===== config.mk =====
export PLATFORM = sky130hd
export DESIGN_NAME = winch_command_frame_receiver
export DESIGN_NICKNAME = d
export VERILOG_FILES = /design/src/design/wcfr_pkg.sv /design/src/design/wcfr_front.sv /design/src/design/wcfr_queue.sv /design/src/design/wcfr_back.sv /design/src/design/winch_command_frame_receiver.sv
export SDC_FILE = /design/constraint.sdc
export NUM_CORES = 1
export LEC_CHECK = 0
export BUFFER_PORTS_ARGS = -buffer_cell sky130_fd_sc_hd__buf_4
export CORE_UTILIZATION = 46
export DETAILED_ROUTE_END_ITERATION = 10
export RECOVER_POWER = 100
export SLEW_MARGIN = 20
export SYNTH_ARGS = -nofsm -noshare
export SYNTH_HDL_FRONTEND = slang
export SYNTH_SLANG_ARGS = --single-unit

===== constraint.sdc =====
create_clock -name clk -period 9.6 [get_ports clk]
set_input_delay 2.4 -clock clk [delete_from_list [all_inputs] [get_ports clk]]
set_output_delay 2.4 -clock clk [all_outputs]
set_load 0.02 [all_outputs]

===== src/design/wcfr_pkg.sv =====
package wcfr_pkg;

  localparam int unsigned POS_W  = 7;
  localparam int unsigned BYTE_W = 8;
  localparam int unsigned MAG_W  = 16;
  localparam int unsigned DEPTH_W = 17;
  localparam int unsigned CFG_INDEX_W = 1;

  typedef logic [POS_W-1:0]  pos_t;
  typedef logic [BYTE_W-1:0] byte_t;

  // register indexes on the configuration port
  localparam logic [CFG_INDEX_W-1:0] CFG_LOG_LAST = 1'b0;
  localparam logic [CFG_INDEX_W-1:0] CFG_CMD_LAST = 1'b1;

  localparam pos_t LOG_LAST_RESET = 7'd65;
  localparam pos_t CMD_LAST_RESET = 7'd12;

  localparam byte_t SYNC_BYTE = 8'h50;
  localparam byte_t TYPE_LOG  = 8'h4C;
  localparam byte_t TYPE_UP   = 8'h55;
  localparam byte_t TYPE_DOWN = 8'h44;
  localparam byte_t TYPE_STOP = 8'h43;
  localparam byte_t TYPE_AUTO = 8'h41;
  localparam byte_t TYPE_MAN  = 8'h4D;
  localparam byte_t TYPE_RSVD = 8'h42;
  localparam byte_t TYPE_BOTH = 8'h45;

  localparam pos_t POS_START   = 7'd0;
  localparam pos_t POS_TYPE    = 7'd1;
  localparam pos_t POS_SIGN    = 7'd5;
  localparam pos_t POS_DEPTH_HI = 7'd6;
  localparam pos_t POS_DEPTH_LO = 7'd7;
  localparam pos_t POS_PROFILE = 7'd18;

  typedef enum logic [3:0] {
    KIND_IGNORED    = 4'd0,
    KIND_LOG        = 4'd1,
    KIND_UP         = 4'd2,
    KIND_DOWN       = 4'd3,
    KIND_STOP       = 4'd4,
    KIND_TIMED_STOP = 4'd5,
    KIND_TIMED_DOWN = 4'd6,
    KIND_RESERVED   = 4'd7,
    KIND_BOTH       = 4'd8
  } kind_t;

  // one completed frame, classified, waiting for the back end
  typedef struct packed {
    kind_t             kind;
    logic              neg;
    logic [MAG_W-1:0]  mag;
    byte_t             profile;
  } frame_rec_t;

  function automatic kind_t classify(input logic sync, input byte_t type_byte);
    kind_t k;
    k = KIND_IGNORED;
    if (sync) begin
      case (type_byte)
        TYPE_LOG:  k = KIND_LOG;
        TYPE_UP:   k = KIND_UP;
        TYPE_DOWN: k = KIND_DOWN;
        TYPE_STOP: k = KIND_STOP;
        TYPE_AUTO: k = KIND_TIMED_STOP;
        TYPE_MAN:  k = KIND_TIMED_DOWN;
        TYPE_RSVD: k = KIND_RESERVED;
        TYPE_BOTH: k = KIND_BOTH;
        default:   k = KIND_IGNORED;
      endcase
    end
    return k;
  endfunction

endpackage


===== src/design/wcfr_front.sv =====
module wcfr_front (
  input  logic                                 clk,
  input  logic                                 rst,
  input  logic                                 cfg_we,
  input  logic [wcfr_pkg::CFG_INDEX_W-1:0]     cfg_index,
  input  wcfr_pkg::pos_t                       cfg_data,
  input  logic                                 byte_accept,
  input  wcfr_pkg::byte_t                      rx_byte,
  output logic                                 push,
  output wcfr_pkg::frame_rec_t                 push_rec
);

  wcfr_pkg::pos_t  log_last, cmd_last;
  wcfr_pkg::pos_t  pos, last;
  logic            sync;
  wcfr_pkg::byte_t type_byte, sign_byte, hi_byte, lo_byte, prof_byte;

  wcfr_pkg::pos_t  pos_eff, last_next, pos_next;
  logic            sync_next;
  wcfr_pkg::byte_t type_next, sign_next, hi_next, lo_next, prof_next;
  logic            is_sync, done;

  always_comb begin
    is_sync   = (rx_byte == wcfr_pkg::SYNC_BYTE);
    // a sync byte always restarts the frame
    pos_eff   = is_sync ? wcfr_pkg::POS_START : pos;
    last_next = is_sync ? '0 : last;
    sync_next = sync;
    type_next = type_byte;
    sign_next = sign_byte;
    hi_next   = hi_byte;
    lo_next   = lo_byte;
    prof_next = prof_byte;
    case (pos_eff)
      wcfr_pkg::POS_START: sync_next = is_sync;
      wcfr_pkg::POS_TYPE: begin
        type_next = rx_byte;
        last_next = (rx_byte == wcfr_pkg::TYPE_LOG) ? log_last : cmd_last;
      end
      wcfr_pkg::POS_SIGN:     sign_next = rx_byte;
      wcfr_pkg::POS_DEPTH_HI: hi_next   = rx_byte;
      wcfr_pkg::POS_DEPTH_LO: lo_next   = rx_byte;
      wcfr_pkg::POS_PROFILE:  prof_next = rx_byte;
      default: ;
    endcase
    done     = (last_next != '0) && (pos_eff == last_next);
    pos_next = done ? wcfr_pkg::POS_START : pos_eff + 7'd1;
  end

  assign push             = byte_accept && done;
  assign push_rec.kind    = wcfr_pkg::classify(sync_next, type_next);
  assign push_rec.neg     = (sign_next != '0);
  assign push_rec.mag     = {hi_next, lo_next};
  assign push_rec.profile = prof_next;

  always_ff @(posedge clk) begin
    if (rst) begin
      log_last  <= wcfr_pkg::LOG_LAST_RESET;
      cmd_last  <= wcfr_pkg::CMD_LAST_RESET;
    end else if (cfg_we) begin
      case (cfg_index)
        wcfr_pkg::CFG_LOG_LAST: log_last <= cfg_data;
        wcfr_pkg::CFG_CMD_LAST: cmd_last <= cfg_data;
        default: ;
      endcase
    end
  end

  always_ff @(posedge clk) begin
    if (rst) begin
      pos       <= '0;
      last      <= '0;
      sync      <= 1'b0;
      type_byte <= '0;
      sign_byte <= '0;
      hi_byte   <= '0;
      lo_byte   <= '0;
      prof_byte <= '0;
    end else if (byte_accept) begin
      pos       <= pos_next;
      last      <= done ? '0 : last_next;
      sync      <= sync_next;
      type_byte <= type_next;
      sign_byte <= sign_next;
      hi_byte   <= hi_next;
      lo_byte   <= lo_next;
      prof_byte <= prof_next;
    end
  end

endmodule


===== src/design/wcfr_queue.sv =====
module wcfr_queue (
  input  logic                  clk,
  input  logic                  rst,
  input  logic                  push,
  input  wcfr_pkg::frame_rec_t  push_rec,
  output logic                  full,
  output logic                  head_valid,
  output wcfr_pkg::frame_rec_t  head_rec,
  input  logic                  pop
);

  // two slots, head in slot0, shifts on pop
  wcfr_pkg::frame_rec_t slot0, slot1;
  logic [1:0]           count;

  assign full       = (count == 2'd2);
  assign head_valid = (count != 2'd0);
  assign head_rec   = slot0;

  always_ff @(posedge clk) begin
    if (rst) begin
      count <= '0;
    end else begin
      case ({push, pop})
        2'b10:   count <= count + 2'd1;
        2'b01:   count <= count - 2'd1;
        default: count <= count;
      endcase
    end
  end

  always_ff @(posedge clk) begin
    case ({push, pop})
      2'b10: begin
        if (count == 2'd0) slot0 <= push_rec;
        else               slot1 <= push_rec;
      end
      2'b01: slot0 <= slot1;
      2'b11: begin
        if (count == 2'd1) begin
          slot0 <= push_rec;
        end else begin
          slot0 <= slot1;
          slot1 <= push_rec;
        end
      end
      default: ;
    endcase
  end

endmodule


===== src/design/wcfr_back.sv =====
module wcfr_back (
  input  logic                                  clk,
  input  logic                                  rst,
  input  logic                                  head_valid,
  input  wcfr_pkg::frame_rec_t                  head_rec,
  output logic                                  pop,
  output logic                                  out_valid,
  input  logic                                  out_ready,
  output logic [3:0]                            frame_kind,
  output logic                                  flags_update,
  output logic                                  drive_down,
  output logic                                  drive_up,
  output logic                                  timed_mode,
  output logic signed [wcfr_pkg::DEPTH_W-1:0]   depth_mm,
  output logic                                  profile_update,
  output wcfr_pkg::byte_t                       profile
);

  logic upd, dn, up, tm, prof_upd;
  logic [wcfr_pkg::DEPTH_W-1:0] mag_ext, depth_val;

  always_comb begin
    upd = 1'b0;
    dn  = 1'b0;
    up  = 1'b0;
    tm  = 1'b0;
    prof_upd = 1'b0;
    case (head_rec.kind)
      wcfr_pkg::KIND_LOG:        prof_upd = 1'b1;
      wcfr_pkg::KIND_UP:         begin upd = 1'b1; up = 1'b1; end
      wcfr_pkg::KIND_DOWN:       begin upd = 1'b1; dn = 1'b1; end
      wcfr_pkg::KIND_STOP:       upd = 1'b1;
      wcfr_pkg::KIND_TIMED_STOP: begin upd = 1'b1; tm = 1'b1; end
      wcfr_pkg::KIND_TIMED_DOWN: begin upd = 1'b1; dn = 1'b1; tm = 1'b1; end
      wcfr_pkg::KIND_BOTH:       begin upd = 1'b1; dn = 1'b1; up = 1'b1; end
      default: ;
    endcase
    mag_ext = {1'b0, head_rec.mag};
    if (!upd)              depth_val = '0;
    else if (head_rec.neg) depth_val = '0 - mag_ext;
    else                   depth_val = mag_ext;
  end

  assign pop = head_valid && (!out_valid || out_ready);

  always_ff @(posedge clk) begin
    if (rst) begin
      out_valid <= 1'b0;
    end else if (pop) begin
      out_valid <= 1'b1;
    end else if (out_ready) begin
      out_valid <= 1'b0;
    end
  end

  always_ff @(posedge clk) begin
    if (pop) begin
      frame_kind     <= head_rec.kind;
      flags_update   <= upd;
      drive_down     <= dn;
      drive_up       <= up;
      timed_mode     <= tm;
      depth_mm       <= depth_val;
      profile_update <= prof_upd;
      profile        <= prof_upd ? head_rec.profile : '0;
    end
  end

endmodule


===== src/design/winch_command_frame_receiver.sv =====
// winch command frame receiver
// input channel: in_valid / in_ready with rx_byte, one received serial byte per item
// output channel: out_valid / out_ready with one result item per completed frame:
//   frame_kind, drive flags with depth_mm, or profile from a log frame
// config channel: cfg_valid / cfg_ready with cfg_index and cfg_data; index 0 is the
//   last position of a log frame, index 1 the last position of any other frame;
//   always ready; users write only while the block is idle (not enforced)
// throughput: one byte per cycle; in_ready drops only while the two-entry frame
//   queue is full, which happens only when the output side stalls
// path: the byte completing a frame is written to the queue at the edge that accepts it,
//   and the output register loads from the queue head once the output register is free
// reset: frame position and queue clear, captured frame bytes return to zero,
//   last positions return to 65 and 12
// stall: when out_ready is low the result holds in the output register, up to two
//   more completed frames wait in the queue, and bytes keep flowing in as long as
//   the queue has room
module winch_command_frame_receiver (
  input  logic                                  clk,
  input  logic                                  rst,
  input  logic                                  cfg_valid,
  output logic                                  cfg_ready,
  input  logic [wcfr_pkg::CFG_INDEX_W-1:0]      cfg_index,
  input  logic [wcfr_pkg::POS_W-1:0]            cfg_data,
  input  logic                                  in_valid,
  output logic                                  in_ready,
  input  logic [7:0]                            rx_byte,
  output logic                                  out_valid,
  input  logic                                  out_ready,
  output logic [3:0]                            frame_kind,
  output logic                                  flags_update,
  output logic                                  drive_down,
  output logic                                  drive_up,
  output logic                                  timed_mode,
  output logic signed [wcfr_pkg::DEPTH_W-1:0]   depth_mm,
  output logic                                  profile_update,
  output logic [7:0]                            profile
);

  logic                 q_full, q_push, q_pop, head_valid;
  wcfr_pkg::frame_rec_t push_rec, head_rec;

  // config registers are plain flops, nothing to wait for
  assign cfg_ready = 1'b1;
  // every byte is taken unless the frame queue is full
  assign in_ready  = !q_full;

  // front: framing, field capture and frame classification
  wcfr_front u_front (
    .clk         (clk),
    .rst         (rst),
    .cfg_we      (cfg_valid && cfg_ready),
    .cfg_index   (cfg_index),
    .cfg_data    (cfg_data),
    .byte_accept (in_valid && in_ready),
    .rx_byte     (rx_byte),
    .push        (q_push),
    .push_rec    (push_rec)
  );

  // short queue of completed frames between front and back
  wcfr_queue u_queue (
    .clk        (clk),
    .rst        (rst),
    .push       (q_push),
    .push_rec   (push_rec),
    .full       (q_full),
    .head_valid (head_valid),
    .head_rec   (head_rec),
    .pop        (q_pop)
  );

  // back: flag decode, signed depth and the output register
  wcfr_back u_back (
    .clk            (clk),
    .rst            (rst),
    .head_valid     (head_valid),
    .head_rec       (head_rec),
    .pop            (q_pop),
    .out_valid      (out_valid),
    .out_ready      (out_ready),
    .frame_kind     (frame_kind),
    .flags_update   (flags_update),
    .drive_down     (drive_down),
    .drive_up       (drive_up),
    .timed_mode     (timed_mode),
    .depth_mm       (depth_mm),
    .profile_update (profile_update),
    .profile        (profile)
  );

endmodule


==> results <==
- In this run, the combinational gates consume 29.5% of the power.
- The count of flip-flops with a built-in enable after synthesis is 92.
- The run finished, with violations left.
- The slew of the pin with the lowest slew margin is about 3.2 ns.
- The worst register-to-register path begins at u_front.pos[1].
- The leakage power figure is between 3 and 4 nW.
- The tree is rooted in a sky130_fd_sc_hd__clkbuf_16.
- The type of the worst setup path is in2reg.
- The count of distinct cell types in the synthesized netlist is 69.
- The final setup violation count is 0.
- The number of antenna violations at the first check in global routing is 0.
- Once placement finished, the instance area stood at roughly 8300 um^2.
- The power share of the clock group is a little over a quarter.
- The number of hold buffers added after cts is 0.
- The mean routed wirelength per cell is ~15 um.
- The finished cells cover between 8000 and 9000 um^2.
- The final worst-path cycle share is roughly four fifths.
- In the final layout, flip-flops and latches occupy roughly 4200 um^2.
- CTS saw approximately 160 sinks.
- The floorplan has 47 rows.
- The total die area is around 17000 um^2.
- Net switching is a little over a third of the power.
- The number of global-route vias before repair is between 5000 and 6000.
- The critical path data required time is about 9.7 ns.
- Setup repair after global routing left no endpoint under its margin.
- The most frequently used flop master after synthesis is sky130_fd_sc_hd__edfxtp_1.
- The share of the core filled with cells in the final layout is a little over half.
- The clock latency of the later-clocked register in the worst-skew pair is between 0.4 and 0.5 ns.
- The share of the yosys chip area belonging to registers is a little over half.
- Measured along the x axis, the die boundary spans about 130 um.
- For this run, the detailed router's first-pass iteration total came to 4.
- The arrival time of the worst setup path is about 7.8 ns.
- The repair_antennas step left the layout with diodes totalling 0.
- The endpoint identified for the worst register-to-register timing path is u_queue.slot1[18].
- The area of the mapped netlist is 7750 um^2.
- The ratio of cells with drive above 1 in the final layout is roughly 8.5%.
- CTS built an H-tree with a depth of 4.
- The path category of the worst min-delay check is reg2reg.
- The share of total power dissipated in sequential elements is between 40 and 50%.
- The number of hold-slack violations in the final timing report was 0.
- In this run the most critical hold path is launched from u_front.last[6].
- Summed over all layers, the global routing overflow is 0.
- In this run the tool buffered the top-level ports with 56 buffer cells.
- The clock tree from TritonCTS is done.
- From bottom edge to top edge, the die measures approximately 130 um.
- The number of warning messages in the yosys log is 0.
- Across every metal layer, demand over resource in global routing totals between 10% and 20%.
- The HPWL after detailed placement is ~11 mm.
- STA classifies the critical path endpoint as a register.
- After floorplanning, the core was sized to cover between 15000 and 20000 um^2.
- The tool flagged a number of max-cap violations equal to 3.
- The count of mapped cells out of synthesis is ~750.
- The highest clock rate is between 100 and 150 MHz.
- In the final design database the tool counted between 800 and 900 nets.
- The power density over the cells is 292 nW/um^2.
- The worst setup path is launched from an input pin.
- The net switching power figure is about 0.89 mW.
- In the routed layout, each cell is associated on average with a via count of around 5.4.
- Each instance of the synthesized netlist takes up on average a little over 10 um^2.
- Along the worst path, the maximum fanout reaches 29.
- The worst hold path terminates at u_front.last[6].
- Entering global routing, the biggest net connects between 70 and 80 pins.
- After detailed routing, the number of remaining DRC violations is 0.
- The maximum buffer depth of the clock tree is 2.
- The final weighted congestion of routability-driven global placement is a little over 0.8.
- The number of gates resized after CTS is 0.
- The total number of vias is roughly 5500.
- The relative max-transition margin is -116%.
- The post-layout minimum cycle time is 7.68 ns.
- The worst reg-to-reg setup slack is 5.18 ns.
- For this configuration, the core starts out at a cell density of a little under half.
- The number of buffers added for setup after CTS is 0.
- The number of top-level pins is between 50 and 60.
- In the final layout, the multi-input gates occupy about 3100 um^2.
- The routed design has about 16 mm of wire.
- The internal power summed over all cells is between 1.5 and 2 mW.
- The setup total negative slack is 0 ns.
- The checks that failed: capacitance limit, slew limit.
- Clock skew on the completed layout was measured at just under 0.009 ns.
- The number of flip-flops and latches in the synthesized netlist is around 160.
- The wire length of the first global-routing pass is approximately 26 mm.
- The filler cell count is around 1500.
- Counting every net in the synthesized netlist gives between 700 and 800.
- The area growth from synthesis to layout is 11.7%.
- In this run, CTS created clock tree buffers numbering 17.
- The share of synthesized registers carrying an async set or reset is 0%.
- IR analysis of the VDD net gives a maximum drop of approximately 0.12 mV.
- The worst hold path passes through 2 cells.
- Clock-pin slew was measured on the worst setup and hold paths at approximately 0.060 ns.
- The count of pins over their slew limit is 123.
- The iteration-0 DRC count of the detailed router is roughly 280.
- The length in cells of the worst reg-to-reg path is 13.
- The post-route antenna net violation count is 0.
-- routing by layer --
| layer | global-route usage, % | share of wire [%] |
|---|---|---|
| met2 | 32.0 | 49 |
| met1 | 22.9 | 44 |
| met4 | 8.14 | 2.2 |
| met3 | 3.88 | 4.0 |
| met5 | 0 | 0 |
-- logic make-up after synthesis --
| logic type | share of synthesized area [%] |
|---|---|
| muxes | 6.21 |
| and+or+nand+nor | 17.2 |
| buffers and inverters | 4.65 |
| other | 0.0484 |
| AOI/OAI and AO/OA | 13.4 |
| DFF | 54.2 |
| xor gates and xnor gates | 2.60 |
| adders and majority gates | 1.77 |
-- area by class of cell --
class,count,area share [%]
multi-input cells,498,36.2
repair buffers,61,3.60
flip-flops and latches,164,48.5
well taps,220,3.18
clock inverters,15,1.78
inverters,41,1.78
clock buffers,17,4.91
-- cell usage in the layout, fill, tap and decap left out, types with 3 or more instances in the layout --
cell | netlist | layout
sky130_fd_sc_hd__nand2_1 | 81 | 81
sky130_fd_sc_hd__nand3b_1 | 4 | 4
sky130_fd_sc_hd__a31oi_1 | 6 | 6
sky130_fd_sc_hd__o31ai_1 | 3 | 3
sky130_fd_sc_hd__a22o_1 | 5 | 5
sky130_fd_sc_hd__a22oi_1 | 5 | 5
sky130_fd_sc_hd__nor2b_1 | 5 | 4
sky130_fd_sc_hd__a21oi_1 | 27 | 27
sky130_fd_sc_hd__xor2_1 | 16 | 16
sky130_fd_sc_hd__nor2_1 | 87 | 88
sky130_fd_sc_hd__and3_1 | 3 | 3
sky130_fd_sc_hd__nand3_1 | 22 | 22
sky130_fd_sc_hd__clkbuf_1 | 29 | 39
sky130_fd_sc_hd__and2_0 | 0 | 9
sky130_fd_sc_hd__nor4_1 | 8 | 10
sky130_fd_sc_hd__inv_1 | 41 | 41
sky130_fd_sc_hd__nor4b_1 | 5 | 5
sky130_fd_sc_hd__a211oi_1 | 32 | 32
sky130_fd_sc_hd__buf_4 | 4 | 21
sky130_fd_sc_hd__nor3_1 | 6 | 7
sky130_fd_sc_hd__inv_6 | 0 | 3
sky130_fd_sc_hd__clkinvlp_4 | 0 | 6
sky130_fd_sc_hd__o21ai_0 | 37 | 39
sky130_fd_sc_hd__edfxtp_1 | 92 | 92
sky130_fd_sc_hd__o211ai_1 | 3 | 3
sky130_fd_sc_hd__clkbuf_16 | 0 | 17
sky130_fd_sc_hd__ha_1 | 11 | 11
sky130_fd_sc_hd__nand4_1 | 3 | 4
sky130_fd_sc_hd__mux2i_1 | 47 | 47
sky130_fd_sc_hd__nand2b_1 | 13 | 13
sky130_fd_sc_hd__o22a_1 | 3 | 3
sky130_fd_sc_hd__xnor2_1 | 7 | 7
sky130_fd_sc_hd__dfxtp_1 | 72 | 72
-- synth_stat cells (6+ instances only) --
cell / count / share of area [%]
sky130_fd_sc_hd__a211oi_1: 32 / 3.1
sky130_fd_sc_hd__a21oi_1: 27 / 1.7
sky130_fd_sc_hd__a31oi_1: 6 / 0.48
sky130_fd_sc_hd__and2_1: 10 / 0.81
sky130_fd_sc_hd__buf_2: 6 / 0.39
sky130_fd_sc_hd__clkbuf_1: 29 / 1.4
sky130_fd_sc_hd__dfxtp_1: 72 / 19
sky130_fd_sc_hd__edfxtp_1: 92 / 36
sky130_fd_sc_hd__ha_1: 11 / 1.8
sky130_fd_sc_hd__inv_1: 41 / 2.0
sky130_fd_sc_hd__mux2i_1: 47 / 6.1
sky130_fd_sc_hd__nand2_1: 81 / 3.9
sky130_fd_sc_hd__nand2b_1: 13 / 1.0
sky130_fd_sc_hd__nand3_1: 22 / 1.4
sky130_fd_sc_hd__nor2_1: 87 / 4.2
sky130_fd_sc_hd__nor3_1: 6 / 0.39
sky130_fd_sc_hd__nor4_1: 8 / 0.65
sky130_fd_sc_hd__o21ai_0: 37 / 2.4
sky130_fd_sc_hd__xnor2_1: 7 / 0.79
sky130_fd_sc_hd__xor2_1: 16 / 1.8
-- power by group through the flow --
stage / combinational (mW) / clock [mW] / sequential, mW
after global placement: 0.795 / 0 / 1.13
after CTS: 0.814 / 0.675 / 1.13
final: 0.746 / 0.660 / 1.13
after detailed placement: 0.810 / 0 / 1.14
after floorplan: 0.505 / 0 / 1.20
after global routing: 0.836 / 0.704 / 1.15
-- metrics by stage --
stage | hold slack (ns) | setup WS, ns | power, mW | instances
2_1_floorplan | 0.432 | 2.15 | 1.71 | 746
3_3_place_gp | 0.448 | 2.73 | 1.93 | 984
3_5_place_dp | 0.451 | 2.52 | 1.95 | 984
4_1_cts | 0.460 | 2.95 | 2.61 | 1016
5_1_grt | 0.484 | 1.40 | 2.69 | 1016
6_report | 0.456 | 1.92 | 2.53 | 1016
-- critical path, stage by stage --
cell and delay, ns:
sky130_fd_sc_hd__clkbuf_1 0.22, sky130_fd_sc_hd__nor4_1 0.53, sky130_fd_sc_hd__nand4_1 0.75, sky130_fd_sc_hd__and2_0 0.49, sky130_fd_sc_hd__inv_1 0.15, sky130_fd_sc_hd__ha_1 0.31
sky130_fd_sc_hd__inv_1 0.16, sky130_fd_sc_hd__a21oi_1 0.97, sky130_fd_sc_hd__a32o_1 0.36, sky130_fd_sc_hd__a2111oi_4 0.08, sky130_fd_sc_hd__nand4_4 0.23, sky130_fd_sc_hd__nor2_1 0.16
sky130_fd_sc_hd__ha_1 0.26, sky130_fd_sc_hd__nand2_1 0.06, sky130_fd_sc_hd__o21ai_0 0.13, sky130_fd_sc_hd__a21oi_2 0.15, sky130_fd_sc_hd__buf_4 0.35
-- flip-flops by register name, summed over array words and instances, names as in the netlist, 8 cells and up --
| signal | cells |
|---|---|
| u_back.depth_mm | 17 |
| u_back.profile | 8 |
| u_front.hi_byte | 8 |
| u_front.lo_byte | 8 |
| u_front.prof_byte | 8 |
| u_front.sign_byte | 8 |
| u_front.type_byte | 8 |
| u_queue.head_rec | 29 |
| u_queue.slot1 | 29 |
-- worst max-delay path by stage --
stage                from                   end  slack, ns
2_1_floorplan  rx_byte[3]      u_queue.slot1[0]       2.15
3_3_place_gp   rx_byte[3]  u_queue.head_rec[18]       2.73
3_5_place_dp   rx_byte[3]     u_queue.slot1[21]       2.52
4_1_cts        rx_byte[3]     u_queue.slot1[13]       2.95
5_1_grt        rx_byte[3]     u_queue.slot1[13]       1.40
6_report       rx_byte[3]     u_queue.slot1[18]       1.92
Power figures use the tool's default switching activity.
